[config.mk]
export PLATFORM = sky130hd
export DESIGN_NAME = speed_limit_violation_monitor_flat
export DESIGN_NICKNAME = d
export VERILOG_FILES = /design/src/slvm_pkg.sv /design/src/slvm_tick_if.sv /design/src/slvm_result_if.sv /design/src/slvm_cfg.sv /design/src/slvm_core.sv /design/src/speed_limit_violation_monitor.sv /design/src/flat_wrapper.sv
export SDC_FILE = /design/constraint.sdc
export NUM_CORES = 1
export LEC_CHECK = 0
export BUFFER_PORTS_ARGS = -buffer_cell sky130_fd_sc_hd__buf_2
export CAP_MARGIN = 15
export CORE_UTILIZATION = 58
export DETAILED_ROUTE_END_ITERATION = 8
export HOLD_SLACK_MARGIN = 0.02
export PLACE_DENSITY = 0.78
export SETUP_SLACK_MARGIN = 0.15
export SLEW_MARGIN = 15
export SYNTH_ARGS = -nofsm -noshare
export SYNTH_HDL_FRONTEND = slang
export SYNTH_SLANG_ARGS = --single-unit
export TNS_END_PERCENT = 20
[constraint.sdc]
create_clock -name i_clk -period 5.4 [get_ports i_clk]
set_input_delay 1.08 -clock i_clk [delete_from_list [all_inputs] [get_ports i_clk]]
set_output_delay 1.08 -clock i_clk [all_outputs]
set_load 0.05 [all_outputs]
[src/slvm_pkg.sv]
// Package for the speed limit violation monitor.
// Holds field widths, register indexes, reset values and shared types.
// No dependencies.
package slvm_pkg;

    localparam int SPEED_W = 10;
    localparam int TIMEOUT_W = 16;
    localparam int TPS_W = 16;
    localparam int SECONDS_W = 32;
    localparam int ALARM_W = TIMEOUT_W + TPS_W;
    localparam int CFG_IDX_W = 2;
    localparam int CFG_DATA_W = 16;

    localparam logic [CFG_IDX_W-1:0] CFG_SPEED_LIMIT = 2'd0;
    localparam logic [CFG_IDX_W-1:0] CFG_TIMEOUT = 2'd1;
    localparam logic [CFG_IDX_W-1:0] CFG_TICKS_PER_SEC = 2'd2;

    localparam logic [SPEED_W-1:0] SPEED_LIMIT_RST = 10'd120;
    localparam logic [TIMEOUT_W-1:0] TIMEOUT_RST = 16'd0;
    localparam logic [TPS_W-1:0] TPS_RST = 16'd100;

    localparam logic [SECONDS_W-1:0] SECONDS_MAX = '1;

    typedef enum logic [1:0] {
        MODE_BELOW = 2'd0,
        MODE_WAITING = 2'd1,
        MODE_ABOVE = 2'd2
    } t_mode;

    typedef struct packed {
        logic [SPEED_W-1:0] speed_limit_kmh;
        logic [TIMEOUT_W-1:0] violation_timeout_s;
        logic [TPS_W-1:0] ticks_per_second;
    } t_cfg;

    typedef struct packed {
        logic [1:0] speed_state;
        logic violation_started;
        logic violation_finished;
        logic [SECONDS_W-1:0] violation_seconds;
    } t_result;

endpackage

[src/slvm_tick_if.sv]
// Input channel of the speed limit violation monitor: one tick item.
// Depends on slvm_pkg.
interface slvm_tick_if;
    import slvm_pkg::*;

    logic valid;
    logic ready;
    logic [SPEED_W-1:0] speed_kmh;
    logic fix_valid;

    modport source(output valid, speed_kmh, fix_valid, input ready);
    modport sink(input valid, speed_kmh, fix_valid, output ready);
endinterface

[src/slvm_result_if.sv]
// Output channel of the speed limit violation monitor: one result item.
// Depends on slvm_pkg.
interface slvm_result_if;
    import slvm_pkg::*;

    logic valid;
    logic ready;
    logic [1:0] speed_state;
    logic violation_started;
    logic violation_finished;
    logic [SECONDS_W-1:0] violation_seconds;

    modport source(output valid, speed_state, violation_started, violation_finished,
                   violation_seconds, input ready);
    modport sink(input valid, speed_state, violation_started, violation_finished,
                 violation_seconds, output ready);
endinterface

[src/slvm_cfg.sv]
// Configuration register file of the speed limit violation monitor.
// Depends on slvm_pkg.
module slvm_cfg (
    input  logic                            i_clk,
    input  logic                            i_rst_n,
    input  logic                            i_cfg_we,
    input  logic [slvm_pkg::CFG_IDX_W-1:0]  i_cfg_idx,
    input  logic [slvm_pkg::CFG_DATA_W-1:0] i_cfg_wdata,
    output slvm_pkg::t_cfg                  o_cfg
);
    import slvm_pkg::*;

    t_cfg r_cfg;

    always_ff @(posedge i_clk) begin
        if (!i_rst_n) begin
            r_cfg.speed_limit_kmh <= SPEED_LIMIT_RST;
            r_cfg.violation_timeout_s <= TIMEOUT_RST;
            r_cfg.ticks_per_second <= TPS_RST;
        end else if (i_cfg_we) begin
            unique case (i_cfg_idx)
                CFG_SPEED_LIMIT: begin
                    r_cfg.speed_limit_kmh <= i_cfg_wdata[SPEED_W-1:0];
                end
                CFG_TIMEOUT: begin
                    r_cfg.violation_timeout_s <= i_cfg_wdata[TIMEOUT_W-1:0];
                end
                CFG_TICKS_PER_SEC: begin
                    r_cfg.ticks_per_second <= i_cfg_wdata[TPS_W-1:0];
                end
                default: begin
                    // unknown index: drop the write
                end
            endcase
        end
    end

    assign o_cfg = r_cfg;
endmodule

[src/slvm_core.sv]
// Tick core of the speed limit violation monitor: timers, mode and total.
// Updates its state once per stepped item. Depends on slvm_pkg.
module slvm_core (
    input  logic                         i_clk,
    input  logic                         i_rst_n,
    input  logic                         i_step,
    input  logic [slvm_pkg::SPEED_W-1:0] i_speed_kmh,
    input  logic                         i_fix_valid,
    input  slvm_pkg::t_cfg               i_cfg,
    output slvm_pkg::t_result            o_result
);
    import slvm_pkg::*;

    t_mode r_mode, n_mode;
    logic [ALARM_W-1:0] r_alarm, n_alarm;
    logic [TPS_W-1:0] r_second, n_second;
    logic [SECONDS_W-1:0] r_total, n_total;

    logic [ALARM_W-1:0] w_alarm_dec;
    logic [TPS_W-1:0] w_second_dec;
    logic [ALARM_W-1:0] w_alarm_load;
    logic [SECONDS_W-1:0] w_base;
    logic w_run;
    logic w_over;
    logic w_started;
    logic w_finished;

    assign w_alarm_dec = (r_alarm != '0) ? r_alarm - ALARM_W'(1) : '0;
    assign w_second_dec = (r_second != '0) ? r_second - TPS_W'(1) : '0;
    assign w_alarm_load = ALARM_W'(i_cfg.violation_timeout_s)
                        * ALARM_W'(i_cfg.ticks_per_second);
    assign w_run = i_fix_valid && (i_cfg.violation_timeout_s != '0);
    assign w_over = i_speed_kmh > i_cfg.speed_limit_kmh;
    // waiting: a drop back under the limit clears the total before the second is counted
    assign w_base = w_over ? r_total : '0;

    always_comb begin
        n_mode = r_mode;
        n_alarm = w_alarm_dec;
        n_second = w_second_dec;
        n_total = r_total;
        w_started = 1'b0;
        w_finished = 1'b0;
        if (w_run) begin
            unique case (r_mode)
                MODE_WAITING: begin
                    n_total = w_base;
                    if (!w_over) begin
                        n_mode = MODE_BELOW;
                    end else if (w_alarm_dec == '0) begin
                        w_started = 1'b1;
                        n_mode = MODE_ABOVE;
                    end
                    if (w_second_dec == '0) begin
                        n_total = (w_base == SECONDS_MAX) ? w_base : w_base + SECONDS_W'(1);
                        n_second = i_cfg.ticks_per_second;
                    end
                end
                MODE_ABOVE: begin
                    if (!w_over) begin
                        n_mode = MODE_BELOW;
                        w_finished = 1'b1;
                    end else if (w_second_dec == '0) begin
                        n_total = (r_total == SECONDS_MAX) ? r_total : r_total + SECONDS_W'(1);
                        n_second = i_cfg.ticks_per_second;
                    end
                end
                default: begin
                    n_mode = MODE_BELOW;
                    if (w_over) begin
                        n_alarm = w_alarm_load;
                        n_second = i_cfg.ticks_per_second;
                        n_mode = MODE_WAITING;
                    end
                end
            endcase
        end
    end

    always_ff @(posedge i_clk) begin
        if (!i_rst_n) begin
            r_mode <= MODE_BELOW;
            r_alarm <= '0;
            r_second <= TPS_RST;
            r_total <= '0;
        end else if (i_step) begin
            r_mode <= n_mode;
            r_alarm <= n_alarm;
            r_second <= n_second;
            r_total <= n_total;
        end
    end

    assign o_result.speed_state = n_mode;
    assign o_result.violation_started = w_started;
    assign o_result.violation_finished = w_finished;
    assign o_result.violation_seconds = n_total;
endmodule

[src/speed_limit_violation_monitor.sv]
// Top level of the speed limit violation monitor.
// Input register, tick core, result register. Depends on slvm_pkg, the channel
// interfaces, slvm_cfg and slvm_core.
//
//   channel   | dir | handshake     | payload
//   ----------+-----+---------------+---------------------------------------------
//   i_tick    | in  | valid / ready | speed_kmh, fix_valid
//   o_result  | out | valid / ready | speed_state, violation_started,
//             |     |               | violation_finished, violation_seconds
//   cfg       | in  | i_cfg_we      | i_cfg_idx, i_cfg_wdata
//
// One item per cycle sustained while the result is not stalled; the result is valid once
// the item has moved from the input register into the result register. The tick core
// updates all state in the same cycle that an item moves between these two registers.
// Reset clears both valid flags and loads the configuration registers and core state
// with their reset values. A stalled result holds; the input register keeps taking items
// as long as the result register can drain.
module speed_limit_violation_monitor (
    input  logic                            i_clk,
    input  logic                            i_rst_n,
    input  logic                            i_cfg_we,
    input  logic [slvm_pkg::CFG_IDX_W-1:0]  i_cfg_idx,
    input  logic [slvm_pkg::CFG_DATA_W-1:0] i_cfg_wdata,
    slvm_tick_if.sink                       i_tick,
    slvm_result_if.source                   o_result
);
    import slvm_pkg::*;

    t_cfg w_cfg;
    t_result w_core_result;
    t_result r_out;
    logic r_out_valid;
    logic r_in_valid;
    logic [SPEED_W-1:0] r_in_speed;
    logic r_in_fix;
    logic w_advance;
    logic w_step;

    slvm_cfg u_cfg (
        .i_clk      (i_clk),
        .i_rst_n    (i_rst_n),
        .i_cfg_we   (i_cfg_we),
        .i_cfg_idx  (i_cfg_idx),
        .i_cfg_wdata(i_cfg_wdata),
        .o_cfg      (w_cfg)
    );

    slvm_core u_core (
        .i_clk      (i_clk),
        .i_rst_n    (i_rst_n),
        .i_step     (w_step),
        .i_speed_kmh(r_in_speed),
        .i_fix_valid(r_in_fix),
        .i_cfg      (w_cfg),
        .o_result   (w_core_result)
    );

    assign w_advance = !r_out_valid || o_result.ready;
    assign w_step = r_in_valid && w_advance;
    assign i_tick.ready = !r_in_valid || w_advance;

    always_ff @(posedge i_clk) begin
        if (!i_rst_n) begin
            r_in_valid <= 1'b0;
            r_out_valid <= 1'b0;
        end else begin
            if (i_tick.ready) begin
                r_in_valid <= i_tick.valid;
            end
            if (w_advance) begin
                r_out_valid <= r_in_valid;
            end
        end
    end

    always_ff @(posedge i_clk) begin
        if (i_tick.valid && i_tick.ready) begin
            r_in_speed <= i_tick.speed_kmh;
            r_in_fix <= i_tick.fix_valid;
        end
        if (w_step) begin
            r_out <= w_core_result;
        end
    end

    assign o_result.valid = r_out_valid;
    assign o_result.speed_state = r_out.speed_state;
    assign o_result.violation_started = r_out.violation_started;
    assign o_result.violation_finished = r_out.violation_finished;
    assign o_result.violation_seconds = r_out.violation_seconds;
endmodule

[src/flat_wrapper.sv]
// flat-port wrapper written by rule: the top's interface ports become plain ports
module speed_limit_violation_monitor_flat import slvm_pkg::*;
  (i_clk, i_rst_n, i_cfg_we, i_cfg_idx, i_cfg_wdata, i_tick_valid, i_tick_speed_kmh, i_tick_fix_valid, i_tick_ready, o_result_valid, o_result_speed_state, o_result_violation_started, o_result_violation_finished, o_result_violation_seconds, o_result_ready);
  slvm_tick_if i_tick_i ();
  slvm_result_if o_result_i ();
  input  logic i_clk;
  input  logic i_rst_n;
  input  logic i_cfg_we;
  input  logic [slvm_pkg::CFG_IDX_W-1:0] i_cfg_idx;
  input  logic [slvm_pkg::CFG_DATA_W-1:0] i_cfg_wdata;
  input wire logic [$bits(i_tick_i.valid)-1:0] i_tick_valid;
  input wire logic [$bits(i_tick_i.speed_kmh)-1:0] i_tick_speed_kmh;
  input wire logic [$bits(i_tick_i.fix_valid)-1:0] i_tick_fix_valid;
  output wire logic [$bits(i_tick_i.ready)-1:0] i_tick_ready;
  output wire logic [$bits(o_result_i.valid)-1:0] o_result_valid;
  output wire logic [$bits(o_result_i.speed_state)-1:0] o_result_speed_state;
  output wire logic [$bits(o_result_i.violation_started)-1:0] o_result_violation_started;
  output wire logic [$bits(o_result_i.violation_finished)-1:0] o_result_violation_finished;
  output wire logic [$bits(o_result_i.violation_seconds)-1:0] o_result_violation_seconds;
  input wire logic [$bits(o_result_i.ready)-1:0] o_result_ready;
  assign i_tick_i.valid = i_tick_valid;
  assign i_tick_i.speed_kmh = i_tick_speed_kmh;
  assign i_tick_i.fix_valid = i_tick_fix_valid;
  assign i_tick_ready = i_tick_i.ready;
  assign o_result_valid = o_result_i.valid;
  assign o_result_speed_state = o_result_i.speed_state;
  assign o_result_violation_started = o_result_i.violation_started;
  assign o_result_violation_finished = o_result_i.violation_finished;
  assign o_result_violation_seconds = o_result_i.violation_seconds;
  assign o_result_i.ready = o_result_ready;
  speed_limit_violation_monitor u_core (.i_clk(i_clk), .i_rst_n(i_rst_n), .i_cfg_we(i_cfg_we), .i_cfg_idx(i_cfg_idx), .i_cfg_wdata(i_cfg_wdata), .i_tick(i_tick_i), .o_result(o_result_i));
endmodule
==> impl.org, run 1 <==
** Synthesis
- In this run, distinct cell masters in the synthesized netlist total 87.
- Area share of xor/xnor cells in the synthesized design :: 0.0247
- In this run, synthesis inferred 47 flip-flops with an integrated enable.
- By instance count, the leading cell after synthesis is sky130_fd_sc_hd__nand2_1.
- Complex-gate fraction of the synthesized area :: 0.166
- Of all cell types, the one taking the most synthesized area is sky130_fd_sc_hd__fa_1.
- Post-synth top cells :: sky130_fd_sc_hd__nand2_1, sky130_fd_sc_hd__inv_1, sky130_fd_sc_hd__fa_1
- Of all flip-flops after synthesis, the portion carrying an async set or reset was 0.
- Cell area after technology mapping :: 18800 um^2
- Of the total synthesized cell area, the portion taken by full adders, half adders and majority gates is 0.286.
- Counting every net in the synthesized netlist gives 2651.
- Yosys printed 0 warnings.
- Sorting the synthesized cells by area gives the leading types as sky130_fd_sc_hd__fa_1, sky130_fd_sc_hd__dfxtp_1, sky130_fd_sc_hd__ha_1.
- Top cell type's share of synthesized area :: 0.207
- Synthesis produced a netlist whose cell count is 2303.
- Of the total synthesized cell area, the portion taken by AND, OR, NAND and NOR gates is 0.224.
- Largest family of logic cells by synthesized area :: adder cells
- Share of cell area taken by muxes after synthesis :: 0.00379
- Among all flip-flop cells after synthesis, the most frequent one is sky130_fd_sc_hd__dfxtp_1.
- Mean Syn Cell Area :: 8.16 um^2
- #FFs+latches synth :: 173
- The share of the Yosys chip area taken by registers is 0.209.

** Placement
- Port buffering added 71 buffers.
- Post-Place Worst Slack :: -0.513 ns
- Routability-driven placement finished with a final weighted congestion of 0.983.
- Once placement finished, the instance area stood at 20400 um^2.
- Hpwl dp :: 42900 um

** Finish
- Area growth from synthesis to final layout :: 14.6%
- Summed area of non-filler cells in the final layout :: 21500 um^2
- Of the cells placed in the final design, the portion with a size suffix greater than 1 is 0.176.
- Across the whole layout, storage elements account for 4010 um^2.
- Net count of the finished layout :: 2757
- The multi-input combinational cells in the finished layout cover a total of 13700 um^2.
- After filler insertion, the fill cell instance count of the layout stands at 2543.
- The number of antenna diodes in the final layout is 0.

** Global route
- The via count of the first global-routing pass came to 17800.
- Entering global routing, the biggest net connects 75 pins.
- The first global-routing pass estimated 92300 um of wire.
- In the global route stage, overall resource usage came out at 0.353.
- The number of antenna violations at the first check in global routing came to 0.
- Global-route congestion overflow total :: 0

** Routing
- Count of nets left with antenna violations after detail routing :: 0
- Average via count per standard cell :: 6.35
- Wirelength, routed :: 57500 um
- Vias after detailed routing :: 17900
- Dividing the detail-routed wire length by the instance count gives 20.4 um.
- The first TritonRoute pass finished after 6 iterations.
- The detailed router finished its first iteration with 1869 violations.
- Residual DRC count :: 0

** Die
- From bottom edge to top edge, the die measures 182 um.
- The floorplan has 65 rows.
- The core region is 31700 um^2.
- 72 I/O pins were placed.
- The die is 182 um wide.
- Overall die area :: 33100 um^2
- For this configuration, the core starts out at a cell density of 0.593.

** STA
- The final number of max-transition violations was 0.
- Setup skew after layout :: 0.0266 ns
- Headroom to the max-slew limit :: 0.259
- Based on the critical path, the design can be clocked at up to 0.173 GHz.
- Subtracting the final worst setup slack from the clock period gives 5.77 ns.
- For the pin with the worst max-slew slack, the measured transition is 1.11 ns.
- Dividing the final minimum period by the clock period gives 1.07.
- Count of final hold-check violations :: 0
- Post-route worst setup slack :: -0.375 ns
- Setup repair after global routing missed its margin :: true
- Final setup vio count :: 17

** Status
- The checks that failed: setup timing.
- The run finished, with violations left.

** Critical path
- Type of origin of the critical path :: flop
- At the worst endpoint, the arrival time is 6.11 ns.
- The critical path in this run is classified as flop to flop.
- At the worst endpoint, the required time is 5.73 ns.
- In this run the worst path has a maximum fanout of 7.
- Slack of the worst reg-to-reg path :: -0.37 ns
- STA classifies the critical path endpoint as a flop.

** Clock network
- Skew-Pair Late Insertion Delay :: 0.48 ns
- Total number of H-tree levels :: 4
- Number of clock sinks seen by CTS :: 173
- Post-CTS clock slew at the launch and capture registers of the worst setup and hold paths :: 0.09 ns
- Num CTS Buffers :: 17
- In this run the clock root is driven by a sky130_fd_sc_hd__clkbuf_16.
- TritonCTS built the clock tree.
- Buffer levels on the longest clock path :: 2

** Power and ir drop
- Total power divided by cell area :: 173 nW/um^2
- Across the VDD grid, the largest voltage drop is 0.363 mV.
- Cell leakage power :: 9.34 nW

** Flow run
- Across the run, the number of max-cap violations was 0.

** Worst hold path
- Hold crit path type :: flop to flop
report_power, final:
| part | switching [mW] | internal, mW |
|---|---|---|
| clock | 0.610 | 0.649 |
| sequential | 0.0743 | 1.38 |
| combinational | 0.640 | 0.374 |
| total | 1.32 | 2.41 |
per-layer routing:
layer,up-vias,GRT usage,share of wire
li1,8047,-,-
met1,8680,0.466,0.40
met2,1012,0.578,0.46
met3,190,0.0646,0.095
met4,0,0.131,0.038
met5,-,0,0
cells by family (layout without fill, tap and decap cells):
family                     after synthesis  count (layout)
xor gates and xnor gates                53              53
adders and majority gates              314             314
AOI/OAI and AO/OA                      477             477
and+or+nand+nor                        856             856
muxes                                    7               7
buffers and inverters                  423             542
DFF                                    173             173
path summary, 6_finish.rpt:
| kind | from | endpoint | cells after the start |
|---|---|---|---|
| setup / recovery | u_core.u_cfg.o_cfg[29] | u_core.u_core.r_alarm[26] | 21 |
| hold / removal | u_core.u_cfg.o_cfg[33] | u_core.u_cfg.o_cfg[33] | 2 |
| setup reg to reg | u_core.u_cfg.o_cfg[29] | u_core.u_core.r_alarm[26] | 21 |
| hold reg to reg | u_core.u_cfg.o_cfg[33] | u_core.u_cfg.o_cfg[33] | 2 |
per-stage QoR:
| step | instances | util | power (mW) | TNS [ns] | hold slack, ns |
|---|---|---|---|---|---|
| global route | 2824 | 0.679 | 3.88 | -8.05 | 0.487 |
| finish | 2824 | 0.679 | 3.73 | -3.94 | 0.458 |
| detailed placement | 2768 | 0.643 | 2.44 | -6.99 | 0.447 |
| floorplan | 2303 | - | 2.15 | -0.260 | 0.435 |
| CTS | 2816 | 0.671 | 3.69 | -3.84 | 0.457 |
| global placement | 2768 | 0.643 | 2.42 | -4.99 | 0.445 |
flip-flops by register name, indices dropped and copies added (netlist names), 2 cells and up:
name                               count
u_core.u_core.r_mode                   2
u_core.u_core.r_alarm                 32
u_core.u_core.r_total                 32
u_core.o_result.violation_seconds     32
u_core.u_cfg.o_cfg                    42
u_core.u_core.r_second                16
u_core.o_result.speed_state            2
u_core.r_in_speed                     10
cells in the final DEF (no fill, tap or decap), drive strengths merged, types with 7 or more instances in the layout:
cell / instances
o211ai: 12
a31oi: 46
a21o: 15
ha: 120
nor3: 55
dfxtp: 126
a311oi: 11
and3: 14
clkbuf: 23
a22oi: 13
o21ai: 107
o21a: 10
a211oi: 19
buf: 246
inv: 269
o22ai: 8
or3: 12
nand2: 339
edfxtp: 47
o31ai: 17
and2: 128
or4: 21
nor2: 109
fa: 194
nand3: 61
nand4: 25
xor2: 23
nand2b: 11
a221oi: 12
or2: 9
a21oi: 134
xnor2: 30
nor4: 45
o211a: 7
area by class of cell:
| cell class | instances | share of cell area |
|---|---|---|
| multi-input combinational | 1707 | 0.636 |
| sequential | 173 | 0.186 |
| timing repair buffer | 247 | 0.0824 |
| inverter | 263 | 0.0459 |
| tap | 402 | 0.0233 |
| clock buffer | 22 | 0.0225 |
| clock inverter | 10 | 0.00343 |
worst max-delay path, stage by stage, from the launching register on:
cell	delay, ns
sky130_fd_sc_hd__dfxtp_2	0.44
sky130_fd_sc_hd__nand2_1	0.12
sky130_fd_sc_hd__fa_1	0.52
sky130_fd_sc_hd__fa_1	0.54
sky130_fd_sc_hd__fa_2	0.54
sky130_fd_sc_hd__inv_1	0.06
sky130_fd_sc_hd__fa_2	0.47
sky130_fd_sc_hd__fa_1	0.50
sky130_fd_sc_hd__inv_1	0.06
sky130_fd_sc_hd__fa_1	0.50
sky130_fd_sc_hd__inv_2	0.05
sky130_fd_sc_hd__ha_4	0.15
sky130_fd_sc_hd__a21o_1	0.19
sky130_fd_sc_hd__a21oi_2	0.16
sky130_fd_sc_hd__o21ai_1	0.10
sky130_fd_sc_hd__a221o_1	0.33
sky130_fd_sc_hd__buf_4	0.15
sky130_fd_sc_hd__o21ai_2	0.16
sky130_fd_sc_hd__o21ai_1	0.11
sky130_fd_sc_hd__xor2_1	0.17
sky130_fd_sc_hd__a221oi_2	0.23
sky130_fd_sc_hd__nor2_1	0.07
repair_timing:
item                                   4_1_cts  5_1_grt
resized for setup                           73       60
hold buffers                                 0        0
buffers inserted                            16        8
pin swaps                                   36       47
setup endpoints to repair                   22       23
endpoints found under the hold margin        0        0
gates cloned                                 0        0
Power figures use the tool's default switching activity.
==> run 2: changes to the inputs <==
--- a/config.mk
+++ b/config.mk
@@ -7,13 +7,15 @@
 export LEC_CHECK = 0
 export BUFFER_PORTS_ARGS = -buffer_cell sky130_fd_sc_hd__buf_2
 export CAP_MARGIN = 15
-export CORE_UTILIZATION = 58
+export CORE_UTILIZATION = 59
+export CTS_BUF_LIST = sky130_fd_sc_hd__clkbuf_2 sky130_fd_sc_hd__clkbuf_4 sky130_fd_sc_hd__clkbuf_8
 export DETAILED_ROUTE_END_ITERATION = 8
 export HOLD_SLACK_MARGIN = 0.02
-export PLACE_DENSITY = 0.78
+export PLACE_DENSITY = 0.8
 export SETUP_SLACK_MARGIN = 0.15
 export SLEW_MARGIN = 15
 export SYNTH_ARGS = -nofsm -noshare
 export SYNTH_HDL_FRONTEND = slang
+export SYNTH_HIERARCHICAL = 1
 export SYNTH_SLANG_ARGS = --single-unit
 export TNS_END_PERCENT = 20
==> constraint.sdc (replaced) <==
create_clock -name i_clk -period 4.9 [get_ports i_clk]
set_input_delay 0.98 -clock i_clk [delete_from_list [all_inputs] [get_ports i_clk]]
set_output_delay 0.98 -clock i_clk [all_outputs]
set_load 0.05 [all_outputs]
==> impl.org, run 2 <==
** STA
- The maximum achievable frequency is 0.173 GHz (-0.28%).
- The final setup skew was 0.0149 ns (-0.0117 ns).
- Setup repair after global routing could not meet its margin everywhere.
- The count of endpoints failing setup in the final report was 23 (+6).
- The count of endpoints failing hold in the final timing report came to 0 (unchanged).
- Worst hold slack :: 0.476 ns (+0.0180 ns)
- Max-slew violation total from the final report :: 0 (unchanged)
- The share of the cycle needed by the critical path after routing was 1.18 (+0.112).
- The time the final worst path needs with I/O delays and setup came to 5.79 ns (+0.0162 ns).
- The setup slack after layout was -0.891 ns (-0.516 ns).
- The normalized max-slew margin is 0.302 (+0.0432).
- Transition at the pin with the smallest max-transition slack :: 1.05 ns (-0.0607 ns)
- The sum of negative setup slack was -15.82 ns (-11.88 ns).

** Power and ir drop
- Share of total power in sequential cells :: 0.429 (+0.038)
- IR Drop Worst-Case VDD :: 0.264 mV (-27%)
- Cell leakage power :: 9.67 nW (+3.6%)
- Psw :: 1.37 mW (+3.5%)
- The internal power was 2.38 mW (-1.2%).
- The power per cell area is 172 nW/um^2 (-0.64%).
- Clock group share of total power :: 0.261 (-0.076)
- Design Power :: 3.75 mW (+0.47%)
- Combinational fraction of design power :: 0.311 (+0.039)
- Switching part of the total :: 0.366 (+0.0108)

** Clock network
- CTS placed an instance of sky130_fd_sc_hd__clkbuf_8 at the clock tree root.
- Buffer levels on the longest clock path :: 2 (unchanged)
- Hold-fix buffer count after cts :: 0 (unchanged)
- Clock tree from TritonCTS :: built
- The number of sinks handled by clock tree synthesis is 173 (unchanged).
- Skew-Pair Late Insertion Delay :: 0.50 ns (+0.02 ns)
- Post-CTS clock slew at the launch and capture registers of the worst setup and hold paths :: 0.10 ns (about the same)
- The maximum level of the CTS H-tree was 4 (unchanged).
- Num CTS Buffers :: 17 (unchanged)

** Global route
- The via count of the first global-routing pass was 17700 (-0.14%).
- The first-pass GRT wire length was 92900 um (+0.65%).
- The total track usage is 0.357 (+0.00394).
- The pin count of the biggest net entering global routing is 75 (unchanged).
- The number of antenna violations at the first check in global routing is 1 (+1).
- The global-route congestion overflow total is 0 (unchanged).

** Critical path
- The maximum fanout along the worst path came to 4 (-3).
- Most used cell along the critical path :: sky130_fd_sc_hd__fa_1
- STA classifies the critical path endpoint as a flop.
- Worst Path Arrival :: 6.19 ns (+0.08 ns)
- The data required time at the worst endpoint came to 5.30 ns (-0.43 ns).
- On the critical path the largest part of the delay comes from adder cells.
- CP peak stage delay :: 0.54 ns (about the same)
- Count of buffering cells on the critical path with inverters included :: 5 (+1)
- The critical path is of the flop to flop type.
- Walking the worst path, the cells encountered are buf_6 > and2_1 > fa_1 > inv_1 > fa_1 > inv_1 > fa_1 > fa_1 > fa_1 > inv_1 > fa_1 > inv_2 > ha_4 > a21o_1 > a311o_1 > a21oi_2 > o21ai_2 > a221oi_4 > nand2b_4 > nor2b_4 > xnor2_1 > a32o_1.
- Type of origin of the critical path :: flop
- Among all stages on the critical path, the largest delay is contributed by sky130_fd_sc_hd__fa_1.

** Finish
- The library cell used most frequently in the layout, excluding fill and tap cells, is sky130_fd_sc_hd__nand2_1.
- The final design utilization was 0.689 (+0.00942).
- From synthesis to final layout, the design area changed by 14.7%.
- The share of post-route cells with drive strength above 1 came to 0.178 (+0.00210).
- Max reg flops :: 42 (unchanged)
- Net count of the finished layout :: 2779 (+0.80%)
- The top cell types in the final layout, fill and taps aside, are sky130_fd_sc_hd__nand2_1, sky130_fd_sc_hd__inv_1, sky130_fd_sc_hd__buf_4.
- The diode insertion count for antenna repair is 0 (unchanged).

** Synthesis
- The async set-reset flop share out of synthesis came to 0 (unchanged).
- Mean Syn Cell Area :: 8.37 um^2 (+2.6%)
- Post-synth top cells :: sky130_fd_sc_hd__nand2_1, sky130_fd_sc_hd__inv_1, sky130_fd_sc_hd__fa_1
- Count of yosys warnings during synthesis :: 6 (+6)
- The distinct cell type count after synthesis is 92 (+5.7%).
- Synthesized net count :: 2616 (-1.3%)
- Top area cells in the synthesized netlist :: sky130_fd_sc_hd__fa_1, sky130_fd_sc_hd__dfxtp_1, sky130_fd_sc_hd__ha_1
- The flip-flop and latch count after synthesis came to 173 (unchanged).
- In the synthesized netlist the dominant register cell turns out to be sky130_fd_sc_hd__dfxtp_1.
- The post-synth design cell area came to 19000 um^2 (+1.0%).
- sky130_fd_sc_hd__fa_1 takes more of the synthesized area than any other cell.
- Top cell type's share of synthesized area :: 0.205 (-0.00207)
- Sequential share of the synthesized area :: 0.207 (-0.00210)
- Most numerous cell in the Yosys netlist :: sky130_fd_sc_hd__nand2_1
- Gate count of the mapped netlist :: 2268 (-1.5%)
- Post-synth EDFFs :: 47 (unchanged)

** Flow run
- Max-cap check violation count :: 0 (unchanged)

** Routing
- Vias after detailed routing :: 17900 (-0.27%)
- The final routed wirelength across all metal layers was 57000 um (-0.79%).
- Post-DR wirelength/cell :: 20.0 um (-1.6%)
- The DRC violation total after the first TritonRoute iteration came to 2248 (+20%).
- Count of nets left with antenna violations after detail routing :: 0 (unchanged)
- The total DRC errors in the routed layout is 0 (unchanged).
- The length of the first detailed-routing pass in iterations was 7 (+1).
- The mean number of vias per cell was 6.28 (-1.0%).

** Status
- The checks that failed: setup timing.
- Result of the run :: finished, violations left

** Placement
- The final HPWL from detailed placement is 44200 um (+3.0%).
- The final RePlAce weighted congestion is 1.00 (+2.2%).
- Count of buffers inserted at the top-level ports :: 71 (unchanged)
- The pre-CTS setup slack was -1.17 ns (-0.659 ns).

** Die
- Standard-cell rows :: 65 (unchanged)
- The placeable core region was 31600 um^2 (-0.26%).
- Die Span Y :: 181 um (-0.35%)
- Overall die area :: 32900 um^2 (-0.69%)
- Die span in x :: 181 um (-0.35%)
- I/O pins :: 72 (unchanged)
- The initial standard-cell utilization of the core was 0.600 (+0.00754).

** Worst hold path
- Hold crit path type :: flop to flop
## run 2: changes by cell type after synthesis, sizes merged, moves of 18 or more
cell    change
clkbuf     -30
a21oi      -46
o21ai      +19
nand3      -18
nand2      -36
mux2i      +37
a31oi      -32
## run 2: worst register-to-register path, stage by stage, from the launching register on
cell,delay (ns)
sky130_fd_sc_hd__dfxtp_4,0.38
sky130_fd_sc_hd__buf_6,0.13
sky130_fd_sc_hd__and2_1,0.16
sky130_fd_sc_hd__fa_1,0.48
sky130_fd_sc_hd__inv_1,0.05
sky130_fd_sc_hd__fa_1,0.49
sky130_fd_sc_hd__inv_1,0.06
sky130_fd_sc_hd__fa_1,0.54
sky130_fd_sc_hd__fa_1,0.44
sky130_fd_sc_hd__fa_1,0.49
sky130_fd_sc_hd__inv_1,0.05
sky130_fd_sc_hd__fa_1,0.49
sky130_fd_sc_hd__inv_2,0.05
sky130_fd_sc_hd__ha_4,0.24
sky130_fd_sc_hd__a21o_1,0.15
sky130_fd_sc_hd__a311o_1,0.27
sky130_fd_sc_hd__a21oi_2,0.14
sky130_fd_sc_hd__o21ai_2,0.11
sky130_fd_sc_hd__a221oi_4,0.35
sky130_fd_sc_hd__nand2b_4,0.19
sky130_fd_sc_hd__nor2b_4,0.14
sky130_fd_sc_hd__xnor2_1,0.08
sky130_fd_sc_hd__a32o_1,0.22
## run 2: layout make-up
| cell class | instances | area (um^2) |
|---|---|---|
| Multi-Input combinational cell | 1697 | 13900 |
| Fill cell | 2479 | 9850 |
| Sequential cell | 173 | 4010 |
| Timing Repair Buffer | 278 | 2020 |
| Inverter | 264 | 991 |
| Tap cell | 402 | 503 |
| Clock buffer | 19 | 249 |
| Clock inverter | 13 | 119 |
## run 2: repair_timing
action,in CTS,in global routing
cloned,0,0
pin swaps,63,9
setup endpoints to repair,24,25
gates resized for setup,100,22
buffers inserted,15,1
## run 2: path summary, 6_finish.rpt
path / slack (ns) / cells past startpoint / from / to
worst min-delay path: 0.48 / 2 / u_core/u_cfg/o_cfg[34] / u_core/u_cfg/o_cfg[34]
worst max register to register: -0.89 / 22 / u_core/u_cfg/o_cfg[25] / u_core/u_core/r_alarm[26]
worst max-delay path: -0.89 / 22 / u_core/u_cfg/o_cfg[25] / u_core/u_core/r_alarm[26]
worst min register to register: 0.48 / 2 / u_core/u_cfg/o_cfg[34] / u_core/u_cfg/o_cfg[34]
## run 2: through the flow
step / instances / cell area, um^2
2_1_floorplan: 2268 / 19300
3_3_place_gp: 2798 / 20900
3_5_place_dp: 2798 / 20900
4_1_cts: 2845 / 21700
5_1_grt: 2846 / 21800
6_report: 2846 / 21800
## run 2: power by group through the flow
stage	Sequential, mW	Clock [mW]	Combinational [mW]
after floorplan	1.66	0	0.735
after global placement	1.64	0	1.07
after detailed placement	1.64	0	1.10
after CTS	1.60	0.992	1.13
after global routing	1.62	1.05	1.27
final	1.61	0.978	1.17
## run 2: logic make-up (layout without fill, tap and decap cells)
group,Yosys count,after routing,synth area share
adder cells (fa/ha/maj),314,314,0.284
buffers and inverters,398,574,0.0806
flip-flops,173,173,0.207
XOR/XNOR,55,55,0.0254
AND/OR/NAND/NOR,830,830,0.221
AO/OA/AOI/OAI,451,451,0.158
multiplexers,47,47,0.0250
## run 2: metal layers
metal,routed length (um),GRT usage,vias up
li1,-,-,8084
met1,23500,0.484,8564
met2,25500,0.553,1053
met3,5970,0.0808,177
met4,2010,0.142,2
met5,13,0,-
